--- src/iucs_pkg.sv ---
package iucs_pkg;

  localparam int unsigned TimeW  = 48;
  localparam int unsigned SumW   = 56;
  localparam int unsigned EnvW   = 47;
  localparam int unsigned CountW = 9;

  localparam logic [SumW-1:0] SUM_MAX = {SumW{1'b1}};
  localparam logic [EnvW-1:0] ENV_MAX = {EnvW{1'b1}};

  localparam logic [1:0] KIND_COMPUTE   = 2'd0;
  localparam logic [1:0] KIND_COMM      = 2'd1;
  localparam logic [1:0] KIND_DATA_MOVE = 2'd2;

  typedef struct packed {
    logic signed [TimeW-1:0] start_time;
    logic signed [TimeW-1:0] end_time;
    logic [1:0]              member_kind;
    logic                    has_member;
    logic                    last_member;
  } iucs_in_t;

  typedef struct packed {
    logic [CountW-1:0] interval_count;
    logic [SumW-1:0]   duration_total;
    logic [SumW-1:0]   compute_sum;
    logic [SumW-1:0]   communication_sum;
    logic [SumW-1:0]   data_move_sum;
    logic [SumW-1:0]   busy_length;
    logic [EnvW-1:0]   envelope;
  } iucs_out_t;

  typedef struct packed {
    logic signed [TimeW-1:0] start_time;
    logic signed [TimeW-1:0] end_time;
  } iucs_span_t;

  // One queued job for the back end: an interval to insert, a close, or both.
  typedef struct packed {
    logic             is_member;
    logic             is_close;
    iucs_span_t       span;
    logic [TimeW-1:0] duration;
    logic [1:0]       kind;
  } iucs_job_t;

  // Length hi - lo, clamped at zero.
  function automatic logic [TimeW-1:0] span_len(input logic signed [TimeW-1:0] lo,
                                                input logic signed [TimeW-1:0] hi);
    logic signed [TimeW:0] d;
    d = $signed({hi[TimeW-1], hi}) - $signed({lo[TimeW-1], lo});
    if (d > 0) begin
      return d[TimeW-1:0];
    end
    return '0;
  endfunction

  function automatic logic [SumW-1:0] sat_add(input logic [SumW-1:0] a,
                                              input logic [TimeW-1:0] b);
    logic [SumW:0] s;
    s = {1'b0, a} + {{(SumW-TimeW+1){1'b0}}, b};
    if (s > {1'b0, SUM_MAX}) begin
      return SUM_MAX;
    end
    return s[SumW-1:0];
  endfunction

endpackage

--- src/iucs_fifo.sv ---
module iucs_fifo import iucs_pkg::*; (
  input  logic      clk_i,
  input  logic      rst_ni,
  input  logic      enq_i,
  input  iucs_job_t enq_data_i,
  output logic      full_o,
  input  logic      deq_i,
  output logic      nonempty_o,
  output iucs_job_t deq_data_o
);

  iucs_job_t   slot_q [2];
  logic        wptr_q, rptr_q;
  logic [1:0]  fill_q;

  assign full_o     = (fill_q == 2'd2);
  assign nonempty_o = (fill_q != 2'd0);
  assign deq_data_o = slot_q[rptr_q];

  always_ff @(posedge clk_i) begin
    if (enq_i) begin
      slot_q[wptr_q] <= enq_data_i;
    end
  end

  always_ff @(posedge clk_i or negedge rst_ni) begin
    if (!rst_ni) begin
      wptr_q <= 1'b0;
      rptr_q <= 1'b0;
      fill_q <= 2'd0;
    end else begin
      if (enq_i) begin
        wptr_q <= !wptr_q;
      end
      if (deq_i) begin
        rptr_q <= !rptr_q;
      end
      fill_q <= fill_q + {1'b0, enq_i} - {1'b0, deq_i};
    end
  end

endmodule

--- config.mk ---
export PLATFORM = sky130hd
export DESIGN_NAME = iucs_fifo
export DESIGN_NICKNAME = d
export VERILOG_FILES = /design/src/iucs_pkg.sv /design/src/iucs_fifo.sv
export SDC_FILE = /design/constraint.sdc
export NUM_CORES = 1
export LEC_CHECK = 0
export BUFFER_PORTS_ARGS = -buffer_cell sky130_fd_sc_hd__buf_2
export CAP_MARGIN = 20
export CORE_ASPECT_RATIO = 0.7
export CORE_MARGIN = 3
export CORE_UTILIZATION = 28
export DETAILED_ROUTE_END_ITERATION = 10
export GPL_TIMING_DRIVEN = 1
export PLACE_DENSITY = 0.5
export SLEW_MARGIN = 15
export SYNTH_ARGS = -nofsm -noshare
export SYNTH_HDL_FRONTEND = slang
export SYNTH_SLANG_ARGS = --single-unit
--- constraint.sdc ---
create_clock -name clk_i -period 10.7 [get_ports clk_i]
set_clock_uncertainty 0.05 [all_clocks]
set_input_delay 2.14 -clock clk_i [delete_from_list [all_inputs] [get_ports clk_i]]
set_output_delay 2.14 -clock clk_i [all_outputs]
set_load 0.01 [all_outputs]
==> results.md <==
- Final nets: 954
- CP Data Arrival Time: 3.16 ns
- CP max stage delay: ~0.75 ns
- Pin count of the biggest net entering global routing: 68
- Initial antenna violation count: 5
- Final Slew Violations: 0
- Final setup TNS: 0 ns
- Synth cell types: 13
- Design area: ~14000 um^2
- Required time worst endpoint: 8.51 ns
- Post-Synthesis Cells: approximately 480
- Final RePlAce weighted congestion: 0.753
- Crit-path most repeated cell: buf_4
- Syn avg cell area: between 20 and 25 um^2
- Met1 Usage GRT: 15.0%
- Buf/Inv on CP: 3
- Fill cells: 3692
- # resized after CTS: 0
- Clock buffer depth: 3
- Syn_nets: 630
- Crit path time final: around 5.3 ns
- Worst hold margin: slightly below 0.5 ns
- Post-synth top area share: 78.6%
- Vias in the first global route: 5733
- Max cap viols: 0
- # IOs: roughly 300
- Clock-pin slew on the worst setup and hold paths: 0.06 ns
- WL final: 25000 um
- DR iter-0 viols: 251
- Congestion Overflow GR: 0
- Clk_lat worst skew: 0.56 ns
- Worst slew pin tran: 0.996 ns
- Hold-fix buffers, CTS: 0
- Cell taking the most area after synthesis: edfxtp_1
- Starting Density: roughly 29%
- Worst Setup Path Type: register to primary output
- Slowest-stage cell, CP: dfrtp_4
- Area Overhead vs Synth: 26.8%
- Tcrit/Tclk final: 50.0%
- First-pass GRT wire length: approximately 36000 um
- CTS buffer count: 31
- Max FO, Critical Path: 34
- CTS Root Cell: clkbuf_16
- I/O Buffers: 301
- TritonRoute pass-1 iters: 6
- Vias per cell: 4.06
- Worst min-delay path class: register to register
- Register area: roughly 9000 um^2
- GR Util met3: 3.24%
- Area of the multi-input gates: 2150 um^2
- DIE WIDTH: around 250 um
- F_max: 0.187 GHz
- PnR worst setup slack: 5.35 ns
- Vias: 5471
- Cell family with most CP delay: buffers and inverters
- CTS tree: done
- Die Area: approximately 43000 um^2
- Placed Area: 13400 um^2
- DRC Markers: 0
- Detail Route Antenna Nets: 0
- Status: finished, final reports clean
- Seq/Total Area, Yosys: 79.5%
- Met2 Use GR: 18.1%
- Final setup viols: 0
- Grt peak-use layer: met2
- CORE AREA: between 30000 and 40000 um^2
- Setup bufs post-CTS: 0
- Peak supply drop: 165 uV
- Wirelength per Cell: 18.6 um
- All-Layer GR Usage: approximately 11%
- Unrepaired setup endpoints after global routing: false
- Critical-path cell list: buf_4 -> buf_4 -> mux2_2 -> buf_2
- Hold Vio Cnt, Final: 0
- #FFs+latches synth: 300
- Worst slack, placed: 5.85 ns
- Critical Path Sink Type: primary output
- Post-DP HPWL: 17100 um
- Power per cell area: roughly 270 nW/um^2
- Pleak: ~5.6 nW
- Rows: 60
- Relative slew slack: around a third
- Clock sinks: 300
- Share of cells above drive strength 1: 61.3%
- Largest cells by area after synthesis: edfxtp_1 (79%), mux2_4 (13%), mux2_2 (4.7%)
- Synth Warn #: 0
- Die Ht: roughly 170 um
- Fin util: ~37%
- Startpoint class of the critical path: register
- Mapped cell area: 11300 um^2
- H-tree Lvls: 1
[per-stage QoR]
step                power, mW  std cells
global placement         2.84       1294
floorplan                2.48        476
global route             4.02       1348
detailed placement       2.85       1294
finish                   3.82       1349
CTS                      3.90       1348
[cells by family after synthesis]
group / count (synthesis) / share of synthesized area, %
XOR/XNOR: 3 / 0.365
adder cells (fa/ha/maj): 2 / 0.221
buffers and inverters: 19 / 1.59
flip-flops: 300 / 79.5
multiplexers: 148 / 18.1
AND/OR/NAND/NOR: 4 / 0.221
[power breakdown]
part	internal [mW]	total, mW	switching (mW)
Sequential	1.56	1.64	0.0807
Combinational	0.558	1.14	0.585
Clock	0.601	1.03	0.430
Total	2.72	3.82	1.10
[final cells by class]
class / count / share of cell area, %
clock buffers: 36 / 5.54
flip-flops and latches: 300 / 62.7
repair buffers: 308 / 10.9
multi-input cells: 157 / 15.0
inverters: 2 / 0.0524
well taps: 527 / 4.60
clock inverters: 18 / 1.22
diodes: 1 / 0.0175
[sequential cells by signal, summed over array words and instances, names as in the netlist]
register / count
slot_q: 296
fill_q: 2
rptr_q: 1
wptr_q: 1
[metal layers]
layer | vias up | part of all wire [%]
li1 | 2540 | -
met1 | 2725 | 44
met2 | 162 | 47
met3 | 38 | 6.2
met4 | 6 | 2.1
met5 | - | 0.19
[synth_stat cells]
cell and instances:
nor2b_1 2, mux2_4 101, edfxtp_1 296, ha_1 2, mux2_2 47, xor2_1 2
buf_6 14, buf_2 3, dfrtp_1 4, and2_1 1, or2_2 1, inv_1 2
xor3_1 1
[worst register-to-register path, delay by kind of cell, from the launching register on]
kind / cells / cell delay [ns]
buf+inv: 1 / 0.89
flops: 1 / 0.42
simple gates: 1 / 0.75
[placed cells by master, fill, tap and decap left out, drive strengths merged]
| cell type | netlist | layout |
|---|---|---|
| clkinvlp | 0 | 1 |
| nor2b | 2 | 2 |
| xor2 | 2 | 2 |
| mux2 | 148 | 148 |
| xor3 | 1 | 1 |
| diode | 0 | 1 |
| buf | 17 | 308 |
| ha | 2 | 2 |
| and2 | 1 | 1 |
| or2 | 1 | 1 |
| dfrtp | 4 | 4 |
| clkbuf | 0 | 36 |
| edfxtp | 296 | 296 |
| inv | 2 | 4 |
| clkinv | 0 | 12 |
| bufinv | 0 | 3 |
[final timing paths]
kind / startpoint / to / slack [ns] / cells after the start
max: rptr_q / deq_data_o[135] / 5.35 / 4
min: wptr_q / wptr_q / 0.50 / 1
max reg2reg: wptr_q / slot_q[0][69] / 8.11 / 2
min reg2reg: wptr_q / wptr_q / 0.50 / 1
max in group asynchronous: rst_ni / rptr_q / 9.12 / 1
min in group asynchronous: rst_ni / wptr_q / 1.33 / 1
No activity file was read; power rests on OpenSTA's default activity.
